[config.mk]
export PLATFORM = sky130hd
export DESIGN_NAME = rc_pwm_channel_decoder
export DESIGN_NICKNAME = d
export VERILOG_FILES = /design/src/sv/rpd_pkg.sv /design/src/sv/rpd_ctrl.sv /design/src/sv/rpd_datapath.sv /design/src/sv/rc_pwm_channel_decoder.sv
export SDC_FILE = /design/constraint.sdc
export NUM_CORES = 1
export LEC_CHECK = 0
export ABC_AREA = 1
export ABC_CLOCK_PERIOD_IN_PS = 6650
export BUFFER_PORTS_ARGS = -buffer_cell sky130_fd_sc_hd__buf_2
export CORE_MARGIN = 2
export CORE_UTILIZATION = 45
export DETAILED_ROUTE_END_ITERATION = 10
export PLACE_DENSITY = 0.7
export SLEW_MARGIN = 20
export SYNTH_ARGS = -nofsm -noshare
export SYNTH_HDL_FRONTEND = slang
export SYNTH_SLANG_ARGS = --single-unit
[constraint.sdc]
create_clock -name clk_i -period 6.65 [get_ports clk_i]
set_clock_uncertainty 0.15 [all_clocks]
set_input_delay 0 -clock clk_i [delete_from_list [all_inputs] [get_ports clk_i]]
set_output_delay 0 -clock clk_i [all_outputs]
set_load 0.02 [all_outputs]
[src/sv/rpd_pkg.sv]
// Package with the shared types and constants of the RC PWM channel decoder.
`timescale 1ns / 1ps
package rpd_pkg;

  localparam int unsigned NumChannels = 4;
  localparam int unsigned ChanBits    = 2;
  localparam int unsigned WidthBits   = 16;
  localparam int unsigned SetupBits   = 49;
  localparam int unsigned DzBits      = 15;
  localparam int unsigned CfgIdxBits  = 3;
  localparam int unsigned QuoBits     = 14;
  localparam int unsigned DivCntBits  = 4;

  localparam logic [CfgIdxBits-1:0] CfgIdxDeadZone = 3'd4;

  localparam logic [SetupBits-1:0] SetupReset    = 49'd8590032897000;
  localparam logic [DzBits-1:0]    DeadZoneReset = 15'd819;

  localparam logic [WidthBits-1:0] TripWidth0   = 16'd2011;
  localparam logic [WidthBits-1:0] TripWidth1   = 16'd1506;
  localparam logic [WidthBits-1:0] TripWidth2   = 16'd1500;
  localparam logic [WidthBits-1:0] TripWidth3   = 16'd1561;
  localparam logic [WidthBits-1:0] ReleaseWidth = 16'd1000;

  localparam logic signed [15:0] PowerPlusOne  = 16'sd16384;
  localparam logic signed [15:0] PowerMinusOne = -16'sd16384;

  typedef struct packed {
    logic                tick;
    logic                start;
    logic                div_step;
    logic                emit;
    logic                last;
    logic [ChanBits-1:0] ch;
  } rpd_cmd_t;

  typedef struct packed {
    logic [NumChannels-1:0] fall;
    logic                   need_div;
    logic                   div_done;
    logic                   out_free;
  } rpd_status_t;

endpackage

[src/sv/rpd_ctrl.sv]
// Controller that sequences the channels of one tick through the datapath.
`timescale 1ns / 1ps
module rpd_ctrl
  import rpd_pkg::*;
(
  input  logic        clk_i,
  input  logic        rst_ni,
  input  logic        in_valid_i,
  output logic        in_ready_o,
  input  rpd_status_t status_i,
  output rpd_cmd_t    cmd_o
);

  typedef enum logic [3:0] {
    StIdle = 4'b0001,
    StScan = 4'b0010,
    StDiv  = 4'b0100,
    StEmit = 4'b1000
  } state_e;

  state_e              state_q, state_d;
  logic [ChanBits-1:0] ch_q, ch_d;
  logic                later;

  always_comb begin
    later = 1'b0;
    for (int i = 0; i < NumChannels; i++) begin
      if (i > int'(ch_q) && status_i.fall[i]) later = 1'b1;
    end
  end

  assign in_ready_o = (state_q == StIdle);

  always_comb begin
    state_d = state_q;
    ch_d    = ch_q;
    cmd_o   = '0;
    cmd_o.ch   = ch_q;
    cmd_o.last = !later;
    case (state_q)
      StIdle: begin
        if (in_valid_i) begin
          cmd_o.tick = 1'b1;
          ch_d       = '0;
          state_d    = StScan;
        end
      end
      StScan: begin
        if (status_i.fall[ch_q]) begin
          cmd_o.start = 1'b1;
          state_d     = StDiv;
        end else if (!later) begin
          state_d = StIdle;
        end else begin
          ch_d = ch_q + 1'b1;
        end
      end
      StDiv: begin
        if (!status_i.need_div || status_i.div_done) begin
          state_d = StEmit;
        end else begin
          cmd_o.div_step = 1'b1;
        end
      end
      StEmit: begin
        if (status_i.out_free) begin
          cmd_o.emit = 1'b1;
          if (!later) begin
            state_d = StIdle;
          end else begin
            ch_d    = ch_q + 1'b1;
            state_d = StScan;
          end
        end
      end
      default: state_d = StIdle;
    endcase
  end

  always_ff @(posedge clk_i or negedge rst_ni) begin
    if (!rst_ni) begin
      state_q <= StIdle;
      ch_q    <= '0;
    end else begin
      state_q <= state_d;
      ch_q    <= ch_d;
    end
  end

endmodule

[src/sv/rpd_datapath.sv]
// Datapath with width counters, setup registers, serial divider and output register.
`timescale 1ns / 1ps
module rpd_datapath
  import rpd_pkg::*;
(
  input  logic                   clk_i,
  input  logic                   rst_ni,
  input  logic                   cfg_we_i,
  input  logic [CfgIdxBits-1:0]  cfg_index_i,
  input  logic [SetupBits-1:0]   cfg_data_i,
  input  logic [NumChannels-1:0] pins_i,
  input  rpd_cmd_t               cmd_i,
  output rpd_status_t            status_o,
  output logic                   out_valid_o,
  input  logic                   out_ready_i,
  output logic [39:0]            out_data_o,
  output logic                   out_last_o
);

  logic [SetupBits-1:0]   setup_q [NumChannels];
  logic [DzBits-1:0]      dz_q;
  logic [NumChannels-1:0] prev_q, fall_q;
  logic [WidthBits-1:0]   ht_q [NumChannels];
  logic [WidthBits-1:0]   lw_q [NumChannels];
  logic signed [15:0]     cpwr_q [NumChannels];
  logic                   fs_q;

  logic signed [15:0]     pwr_q;
  logic                   need_div_q, neg_q;
  logic [WidthBits-1:0]   rem_q, dvs_q;
  logic [QuoBits-1:0]     quo_q;
  logic [DivCntBits-1:0]  cnt_q;

  logic                   ov_q, olast_q;
  logic [39:0]            odata_q;

  logic [WidthBits-1:0]   mn, zr, mx, w;
  logic                   three;
  logic [WidthBits:0]     hi_mid, lo_mid, rem2;
  logic signed [15:0]     cand, new_pwr, mag, rep;
  logic                   trip, fs_mid, fs_new;

  always_comb begin
    mn     = setup_q[cmd_i.ch][15:0];
    zr     = setup_q[cmd_i.ch][31:16];
    mx     = setup_q[cmd_i.ch][47:32];
    three  = setup_q[cmd_i.ch][48];
    w      = ht_q[cmd_i.ch];
    hi_mid = ({1'b0, mx} + {1'b0, zr}) >> 1;
    lo_mid = ({1'b0, mn} + {1'b0, zr}) >> 1;
    rem2   = {rem_q, 1'b0};
    cand   = need_div_q ? (neg_q ? -$signed({2'b00, quo_q}) : $signed({2'b00, quo_q}))
                        : pwr_q;
    trip   = (lw_q[0] == TripWidth0) && (lw_q[1] == TripWidth1) &&
             (lw_q[2] == TripWidth2) && (lw_q[3] == TripWidth3) && !fs_q;
    new_pwr = trip ? cpwr_q[cmd_i.ch] : cand;
    fs_mid  = trip | fs_q;
    fs_new  = (lw_q[3] == ReleaseWidth) ? 1'b0 : fs_mid;
    mag     = new_pwr[15] ? -new_pwr : new_pwr;
    rep     = (mag <= $signed({1'b0, dz_q})) ? 16'sd0 : new_pwr;
  end

  assign status_o.fall     = fall_q;
  assign status_o.need_div = need_div_q;
  assign status_o.div_done = (cnt_q == '0);
  assign status_o.out_free = !ov_q || out_ready_i;

  assign out_valid_o = ov_q;
  assign out_data_o  = odata_q;
  assign out_last_o  = olast_q;

  always_ff @(posedge clk_i or negedge rst_ni) begin
    if (!rst_ni) begin
      for (int i = 0; i < NumChannels; i++) begin
        setup_q[i] <= SetupReset;
        ht_q[i]    <= '0;
        lw_q[i]    <= '0;
        cpwr_q[i]  <= '0;
      end
      dz_q    <= DeadZoneReset;
      prev_q  <= '0;
      fall_q  <= '0;
      fs_q    <= 1'b1;
      ov_q    <= 1'b0;
      cnt_q   <= '0;
    end else begin
      if (cfg_we_i) begin
        if (cfg_index_i < CfgIdxDeadZone) begin
          setup_q[cfg_index_i[ChanBits-1:0]] <= cfg_data_i;
        end else if (cfg_index_i == CfgIdxDeadZone) begin
          dz_q <= cfg_data_i[DzBits-1:0];
        end
      end
      if (cmd_i.tick) begin
        for (int i = 0; i < NumChannels; i++) begin
          if (pins_i[i] && !prev_q[i]) begin
            ht_q[i] <= '0;
          end else if (ht_q[i] != '1) begin
            ht_q[i] <= ht_q[i] + 1'b1;
          end
        end
        fall_q <= ~pins_i & prev_q;
        prev_q <= pins_i;
      end
      if (cmd_i.start) begin
        lw_q[cmd_i.ch] <= w;
        cnt_q          <= DivCntBits'(QuoBits);
      end
      if (cmd_i.div_step) begin
        cnt_q <= cnt_q - 1'b1;
      end
      if (cmd_i.emit) begin
        cpwr_q[cmd_i.ch] <= new_pwr;
        fs_q             <= fs_new;
      end
      if (cmd_i.emit) begin
        ov_q <= 1'b1;
      end else if (out_ready_i) begin
        ov_q <= 1'b0;
      end
    end
  end

  always_ff @(posedge clk_i) begin
    if (cmd_i.start) begin
      need_div_q <= 1'b0;
      neg_q      <= 1'b0;
      quo_q      <= '0;
      if (three) begin
        if ({1'b0, w} > hi_mid) pwr_q <= PowerPlusOne;
        else if ({1'b0, w} < lo_mid) pwr_q <= PowerMinusOne;
        else pwr_q <= '0;
      end else if (w > zr) begin
        if (w >= mx) begin
          pwr_q <= PowerPlusOne;
        end else begin
          need_div_q <= 1'b1;
          rem_q      <= w - zr;
          dvs_q      <= mx - zr;
        end
      end else if (w < zr) begin
        if (w <= mn) begin
          pwr_q <= PowerMinusOne;
        end else begin
          need_div_q <= 1'b1;
          neg_q      <= 1'b1;
          rem_q      <= zr - w;
          dvs_q      <= zr - mn;
        end
      end else begin
        pwr_q <= '0;
      end
    end
    if (cmd_i.div_step) begin
      if (rem2 >= {1'b0, dvs_q}) begin
        rem_q <= WidthBits'(rem2 - {1'b0, dvs_q});
        quo_q <= {quo_q[QuoBits-2:0], 1'b1};
      end else begin
        rem_q <= rem2[WidthBits-1:0];
        quo_q <= {quo_q[QuoBits-2:0], 1'b0};
      end
    end
    if (cmd_i.emit) begin
      odata_q <= {5'b0, fs_new, rep, lw_q[cmd_i.ch], cmd_i.ch};
      olast_q <= cmd_i.last;
    end
  end

endmodule

[src/sv/rc_pwm_channel_decoder.sv]
// Top level of the RC PWM channel decoder.
`timescale 1ns / 1ps
// The slave stream takes one transaction per microsecond tick; tdata bits 3:0
// carry the four pin levels. For each channel whose pulse ended on that tick,
// in channel order, the master stream delivers one transaction with the
// channel index, the measured width, the deadzoned Q2.14 power and the
// failsafe flag; tlast marks the final one of the tick.
// The configuration channel writes the four channel setups (index 0 to 3)
// and the dead zone (index 4); it is always ready.
// A tick is accepted in the idle state; the scan state then steps through the
// channels up to the last one whose pulse ended, and each ended pulse passes
// through the divide and emit states, its stick ratio going through the
// bit-serial divider when needed (one quotient bit per cycle, 14 bits).
// A new tick is taken only once the previous one has been fully sequenced.
// The result waits in an output register; a stalled receiver holds the next
// result in the datapath until the register frees, and a new tick can be
// accepted while the final result is still waiting.
// Reset clears all counters and widths, restores default setups and sets
// the failsafe flag.
module rc_pwm_channel_decoder
  import rpd_pkg::*;
(
  input  logic                  clk_i,
  input  logic                  rst_ni,
  input  logic                  s_axis_tvalid,
  output logic                  s_axis_tready,
  input  logic [7:0]            s_axis_tdata,   // [3:0] pin_levels
  output logic                  m_axis_tvalid,
  input  logic                  m_axis_tready,
  output logic [39:0]           m_axis_tdata,   // [1:0] channel, [17:2] pulse_width,
                                                // [33:18] power, [34] failsafe
  output logic                  m_axis_tlast,
  input  logic                  cfg_valid_i,
  output logic                  cfg_ready_o,
  input  logic [CfgIdxBits-1:0] cfg_index_i,
  input  logic [SetupBits-1:0]  cfg_data_i
);

  rpd_cmd_t    cmd;
  rpd_status_t status;

  assign cfg_ready_o = 1'b1;

  rpd_ctrl u_ctrl (
    .clk_i      (clk_i),
    .rst_ni     (rst_ni),
    .in_valid_i (s_axis_tvalid),
    .in_ready_o (s_axis_tready),
    .status_i   (status),
    .cmd_o      (cmd)
  );

  rpd_datapath u_dp (
    .clk_i       (clk_i),
    .rst_ni      (rst_ni),
    .cfg_we_i    (cfg_valid_i),
    .cfg_index_i (cfg_index_i),
    .cfg_data_i  (cfg_data_i),
    .pins_i      (s_axis_tdata[NumChannels-1:0]),
    .cmd_i       (cmd),
    .status_o    (status),
    .out_valid_o (m_axis_tvalid),
    .out_ready_i (m_axis_tready),
    .out_data_o  (m_axis_tdata),
    .out_last_o  (m_axis_tlast)
  );

endmodule
==> flow_metrics.py, run 1 <==
metrics = {
    "run_status": {
        "status": "complete, but fails checks",
        "violations": "hold timing",
    },
    "worst_setup_path": {
        "worstRegToRegCells": 24,
        "reg2reg_slack_ns": 0.80,
        "critical_path_required_ns": 6.87,
        "critical_path_class": "reg -> reg",
        "critPathCaptureType": "flop",
        "cp_data_arrival_time_ns": 6.06,
        "start_kind": "flop",
        "path_max_fanout": 58,
        "r2r-end": "u_dp.pwr_q[15]",
        "worstReg2RegStart": "u_ctrl.ch_q[0]",
    },
    "synth": {
        "ys_ff_latch": 509,
        "synth_cell_types": 64,
        "async_flop_share_pct": 83.1,
        "yosys.area_share.adder_pct": 8.39,
        "synth_compound_area_share_pct": 18.0,
        "ys.flop_type": "dfrtp_1",
        "syn_inst": 3972,
        "synth_top_area_cell": "dfrtp_1",
        "netlist_area_mm2": 0.0312,
        "synth_top_family_by_area": "simple AND/OR/NAND/NOR gates",
        "muxShareOfSynthArea_pct": 0.172,
        "synthXorXnorAreaFrac_pct": 2.19,
        "synth_area_leaders": "dfrtp_1 (27%), nand2_1 (11%), edfxtp_1 (8.3%)",
        "avgSynthCellArea_um2": 7.85,
        "seq_area_frac_synth_pct": 42.6,
        "synth_top_cell_area_share_pct": 27.2,
        "synth-simple-area-share_pct": 20.6,
        "ys_warn_count": 0,
        "synth_edf_count": 86,
    },
    "route": {
        "drc": 0,
        "drt_first_pass_iters": 6,
        "wl_mm": 88.1,
        "wire_per_inst_um": 17.4,
        "ant_nets": 0,
        "via_per_inst": 5.43,
        "drt-initial-drc-count": 2117,
        "routed-via-count": 27500,
    },
    "layout": {
        "final_area_mm2": 0.0352,
        "drive_above_1_share_pct": 11.2,
        "fin_util_pct": 51.4,
        "antenna_cells": 0,
        "syn_to_final_growth_pct": 13.0,
        "nNetsFinal": 4359,
        "fin_cells": 5067,
    },
    "sta": {
        "whs_ns": -0.0760,
        "max_slew_margin_pct": 28.6,
        "max_freq_mhz": 171,
        "finalCriticalPeriod_ns": 5.85,
        "fin_crit_sh_pct": 87.9,
        "tightest_slew_ns": 1.07,
        "slew_violations": 0,
        "setup_viol": 0,
        "finalSetupTns_ns": 0,
        "final_hold_viol_count": 16,
        "grt_setup_unrepaired": "no",
        "layout_setup_ws_ns": 0.805,
    },
    "floorplan": {
        "core_area_mm2": 0.0686,
        "die_area_mm2": 0.0714,
        "io_pins": 109,
        "start_util_pct": 45.5,
        "die-height_um": 267,
        "rows": 96,
        "die_x_um": 267,
    },
    "clock_tree": {
        "cts_tree": "built",
        "post_cts_buffers": 0,
        "clock_sinks": 509,
        "htree_levels": 2,
        "root_buffer": "clkbuf_16",
        "path_clk_slew_ns": 0.06,
        "worst_skew_pair.late_latency_ns": 0.63,
        "cts_buffers": 55,
        "ctsLongestPathBuffers": 3,
    },
    "grt": {
        "grt_first_pass_wirelength_mm": 141,
        "grt_max_degree": 175,
        "grt_pass1_vias": 25800,
        "overflow": 0,
        "grt.total_usage_pct": 24.7,
        "antenna_found_initial": 0,
    },
    "run": {
        "drv_cap": 0,
    },
    "power": {
        "p_leak_nw": 16.8,
        "powerDensity_mw_per_mm2": 541,
        "finalPower_mw": 19.1,
        "irDropWorstVdd_mv": 0.375,
    },
    "min_path": {
        "hold_end": "u_dp.dz_q[8]",
        "min-delay-start": "cfg_index_i[2]",
        "whs_path_depth": 3,
        "min_path_type": "in -> reg",
    },
    "placed_design": {
        "numPortBuffers": 98,
        "globalplace.congestion": 0.975,
        "dp_hpwl_mm": 62.3,
        "placedCellCount": 4896,
        "pre_cts_ws_ns": 0.990,
        "dpl_cell_area_mm2": 0.0327,
    },
}
sequential cells by signal (all words and copies together) (netlist names):
name / count
u_dp.cnt_q: 4
u_dp.setup_q: 196
u_dp.prev_q: 4
u_dp.rem_q: 16
u_dp.dz_q: 15
u_dp.cpwr_q: 64
u_dp.lw_q: 64
u_dp.out_last_o: 1
u_dp.need_div_q: 1
u_ctrl.ch_q: 2
u_dp.out_valid_o: 1
u_dp.quo_q: 14
u_dp.fall_q: 4
u_dp.ht_q: 64
u_ctrl.state_q: 4
u_dp.fs_q: 1
u_dp.pwr_q: 2
u_dp.dvs_q: 16
u_dp.out_data_o: 35
u_dp.neg_q: 1
cell usage after synthesis (all sizes together) (7+ instances only):
library cell	number
inv	466
buf	73
a211oi	15
edfxtp	86
or2	16
o211ai	9
dfrtp	339
a31oi	13
nand2	926
nand3	109
o21a	9
nor2	376
o21ai	466
fa	7
a221oi	8
nand4	37
o22ai	17
a21boi	10
a21oi	363
nor3	42
a32oi	63
clkbuf	101
nor4	13
xnor2	11
xor2	67
dfstp	84
ha	198
o21bai	9
how the worst max path moves through the flow:
stage                   startpoint        endpoint  cells past startpoint  slack, ns
global route        u_ctrl.ch_q[0]  u_dp.pwr_q[15]                     24       0.32
CTS                 u_ctrl.ch_q[0]  u_dp.pwr_q[14]                     24       0.91
finish              u_ctrl.ch_q[0]  u_dp.pwr_q[15]                     24       0.80
global placement    u_ctrl.ch_q[0]  u_dp.pwr_q[15]                     24       1.08
detailed placement  u_ctrl.ch_q[0]  u_dp.pwr_q[15]                     24       0.99
floorplan           u_ctrl.ch_q[0]  u_dp.pwr_q[15]                     30       1.05
cells by family (layout without fill, tap and decap cells):
family,Yosys count,after routing
multiplexers,5,5
AND/OR/NAND/NOR,1523,1523
adder cells (fa/ha/maj),205,205
flip-flops,509,509
buffers and inverters,641,801
AO/OA/AOI/OAI,1009,1009
other,2,6
XOR/XNOR,78,78
repair_timing:
| action | in CTS | in global routing |
|---|---|---|
| resized for setup | 0 | 0 |
| hold buffers | 63 | 3 |
| endpoints found under the hold margin | 357 | 18 |
layer usage:
metal  share of wire [%]  wire (µm)  global-route usage, %
met1                  45      39900                   35.2
met2                  46      40300                   39.2
met3                 5.8       5140                   3.07
met4                 3.2       2790                   7.55
met5                   0          0                      0
critical path: stages (launching register included):
cell	delay, ns
dfrtp_4	0.71
inv_6	0.44
buf_4	0.37
buf_4	0.48
o21ai_0	0.16
o22ai_1	0.34
ha_1	0.27
fa_1	0.24
a31oi_1	0.16
o21ai_0	0.35
nand2_1	0.09
nand2_1	0.07
a21oi_1	0.09
o21ai_0	0.33
nand2_1	0.10
nand2_1	0.11
a21boi_0	0.10
ha_1	0.30
nand2_1	0.07
inv_1	0.05
nand3_1	0.08
nor3_1	0.16
nand2_1	0.07
o211ai_1	0.10
o21ai_0	0.10
cell type report:
cell class	count	area, µm²
Fill cell	6527	33400
Multi-Input combinational cell	2826	15500
Tap cell	931	1160
Inverter	467	1760
Sequential cell	509	13300
Timing Repair Buffer	230	1720
Clock inverter	21	245
Clock buffer	83	1560
placed cells by master, fill, tap and decap left out, types with 6 or more instances in the layout:
cell type and n:
nor2_1 331, nand2_2 29, buf_4 62, dfrtp_1 338, xor2_1 67, nor2_4 10
a32oi_1 63, nand3_1 103, dlygate4sd3_1 65, o21a_1 9, clkbuf_8 6, o21bai_1 9
clkbuf_16 56, clkbuf_1 21, a21boi_0 10, a211oi_1 15, ha_1 198, conb_1 6
a221oi_1 8, xnor2_1 11, o22ai_1 17, nand2_1 888, inv_2 11, clkinv_2 11
o21ai_0 459, nand4_1 36, edfxtp_1 86, buf_2 97, fa_1 7, dfstp_2 84
a21oi_1 361, nor4_1 12, nand2_4 9, nor2_2 33, or2_2 16, a31oi_1 13
nor3_1 37, inv_1 453, o211ai_1 9
power by group:
group / internal (mW) / switching, mW / leakage [nW] / total [mW]
Combinational: 3.79 / 7.62 / 9.89 / 11.4
Clock: 1.81 / 1.28 / 0.886 / 3.09
Sequential: 4.12 / 0.453 / 5.97 / 4.58
Total: 9.73 / 9.35 / 16.8 / 19.1
No activity file was read; power rests on OpenSTA's default activity.
==> inputs of run 2 (changes only) <==
- ABC_CLOCK_PERIOD_IN_PS: 6650 -> 5500
- CORE_UTILIZATION: 45 -> 40
- PLACE_DENSITY: 0.7 -> 0.64
- clock period: 6.65 -> 5.5 ns (I/O delays scaled with it)
==> flow_metrics.py, run 2 (synthesized netlist as in run 1, its figures left out) <==
metrics = {
    "clock_tree": {
        "clock_sinks": 509,
        "ctsLongestPathBuffers": 3,
        "htree_levels": 2,
        "cts_tree": "built",
        "root_buffer": "clkbuf_16",
        "worst_skew_pair.late_latency_ns": 0.63,
        "cts_buffers": 58,
        "path_clk_slew_ns": 0.07,
    },
    "sta": {
        "layout_setup_ws_ns": 0.409,
        "final_hold_viol_count": 13,
        "finalCriticalPeriod_ns": 5.09,
        "max_freq_mhz": 196,
        "whs_ns": -0.0415,
        "tightest_slew_ns": 1.06,
        "finalSetupTns_ns": 0,
        "fin_crit_sh_pct": 92.6,
        "setup_viol": 0,
        "grt_setup_unrepaired": "no",
        "slew_violations": 0,
        "max_slew_margin_pct": 29.1,
    },
    "route": {
        "wl_mm": 91.3,
        "drc": 0,
        "drt-initial-drc-count": 2319,
        "drt_first_pass_iters": 6,
        "via_per_inst": 5.22,
        "ant_nets": 0,
        "routed-via-count": 27200,
        "wire_per_inst_um": 17.6,
    },
    "min_path": {
        "min_path_type": "in -> reg",
        "whs_path_depth": 4,
    },
    "floorplan": {
        "io_pins": 109,
        "die_x_um": 283,
        "rows": 102,
        "core_area_mm2": 0.0773,
        "die-height_um": 283,
        "die_area_mm2": 0.0802,
        "start_util_pct": 40.3,
    },
    "layout": {
        "final_cell_mix": "nand2_1 (888), o21ai_0 (459), inv_1 (453)",
        "largest_register_ff_count": 196,
        "antenna_cells": 0,
        "final_common_cell": "nand2_1",
        "syn_to_final_growth_pct": 14.5,
        "nNetsFinal": 4379,
        "fin_cells": 5198,
        "drive_above_1_share_pct": 11.9,
        "regMostFlops": "u_dp.setup_q",
    },
    "placed_design": {
        "pre_cts_ws_ns": 0.390,
        "numPortBuffers": 98,
        "dp_hpwl_mm": 65.4,
        "placedCellCount": 5020,
        "globalplace.congestion": 0.962,
    },
    "worst_setup_path": {
        "critPathCaptureType": "flop",
        "path_max_fanout": 51,
        "critical_path_required_ns": 5.72,
        "cp_data_arrival_time_ns": 5.32,
        "start_kind": "flop",
        "worstRegToRegCells": 27,
        "critical_path_class": "reg -> reg",
    },
    "power": {
        "p_leak_nw": 16.9,
        "powerDensity_mw_per_mm2": 657,
        "finalPower_mw": 23.5,
        "irDropWorstVdd_mv": 0.534,
    },
    "grt": {
        "grt_pass1_vias": 25900,
        "grt_first_pass_wirelength_mm": 145,
        "antenna_found_initial": 1,
        "grt.total_usage_pct": 22.4,
        "grt_max_degree": 165,
        "overflow": 0,
    },
    "run": {
        "drv_cap": 0,
    },
    "run_status": {
        "violations": "hold timing",
        "status": "complete, but fails checks",
    },
}
## run 2: through the flow
step | util (%) | cell area (µm²) | hold WS, ns
after global placement | 42.7 | 33000 | -0.0928
after floorplan | - | 31200 | -0.446
after detailed placement | 42.7 | 33000 | -0.0966
final | 46.2 | 35700 | -0.0415
after CTS | 46.1 | 35700 | 0.0102
after global routing | 46.2 | 35700 | 0.0264
## run 2: where the power goes
group	total (mW)	switching, mW	internal, mW	leakage, nW
clock network	4.07	1.67	2.41	0.995
registers	5.48	0.498	4.99	5.97
logic	13.9	9.26	4.66	9.97
total	23.5	11.4	12.1	16.9
## run 2: worst paths after layout
kind                                  start  slack, ns                end
hold reg to reg            u_dp.setup_q[98]       0.33   u_dp.setup_q[98]
setup reg to reg             u_ctrl.ch_q[0]       0.41     u_dp.pwr_q[15]
setup / recovery             u_ctrl.ch_q[0]       0.41     u_dp.pwr_q[15]
max in group asynchronous            rst_ni       4.22    u_dp.cpwr_q[39]
hold / removal               cfg_index_i[2]      -0.04   u_dp.setup_q[75]
min in group asynchronous            rst_ni      -0.01  u_dp.setup_q[124]
## run 2: layout make-up
type / count / area [µm²]
timing repair buffer: 247 / 1870
inverter: 467 / 1770
tap: 1040 / 1300
clock inverter: 25 / 292
multi-input combinational: 2826 / 15500
sequential: 509 / 13300
fill: 7717 / 41600
clock buffer: 84 / 1710
## run 2: critical path, stage by stage, from the launching register on
cell and delay [ns]:
dfrtp_4 0.52, inv_8 0.24, nand2_1 0.11, a32oi_1 0.25
inv_1 0.15, ha_1 0.42, inv_1 0.10, a21oi_1 0.18
nand2_1 0.07, nand2_1 0.08, nand2_1 0.07, a21oi_1 0.20
o21ai_0 0.11, buf_4 0.15, a21boi_0 0.32, o21ai_0 0.22
nand3_1 0.13, nand2_1 0.05, nand2_1 0.06, nand2_1 0.06
ha_1 0.28, nand4_1 0.12, nor3_1 0.21, o21ai_0 0.14
o2111ai_1 0.10, nand2_1 0.11, nand2_1 0.10, o21ai_0 0.10
## run 2: per-layer routing
| layer | wire length (µm) | track usage [%] |
|---|---|---|
| met1 | 42000 | 31.4 |
| met2 | 41600 | 36.2 |
| met3 | 5030 | 2.98 |
| met4 | 2690 | 6.43 |
| met5 | 0 | 0 |
## run 2: what timing repair did
item,in CTS,in global routing
endpoints found under the setup margin,0,2
buffers inserted,0,0
hold buffers,65,3
endpoints found under the hold margin,521,19
gates resized for setup,0,2
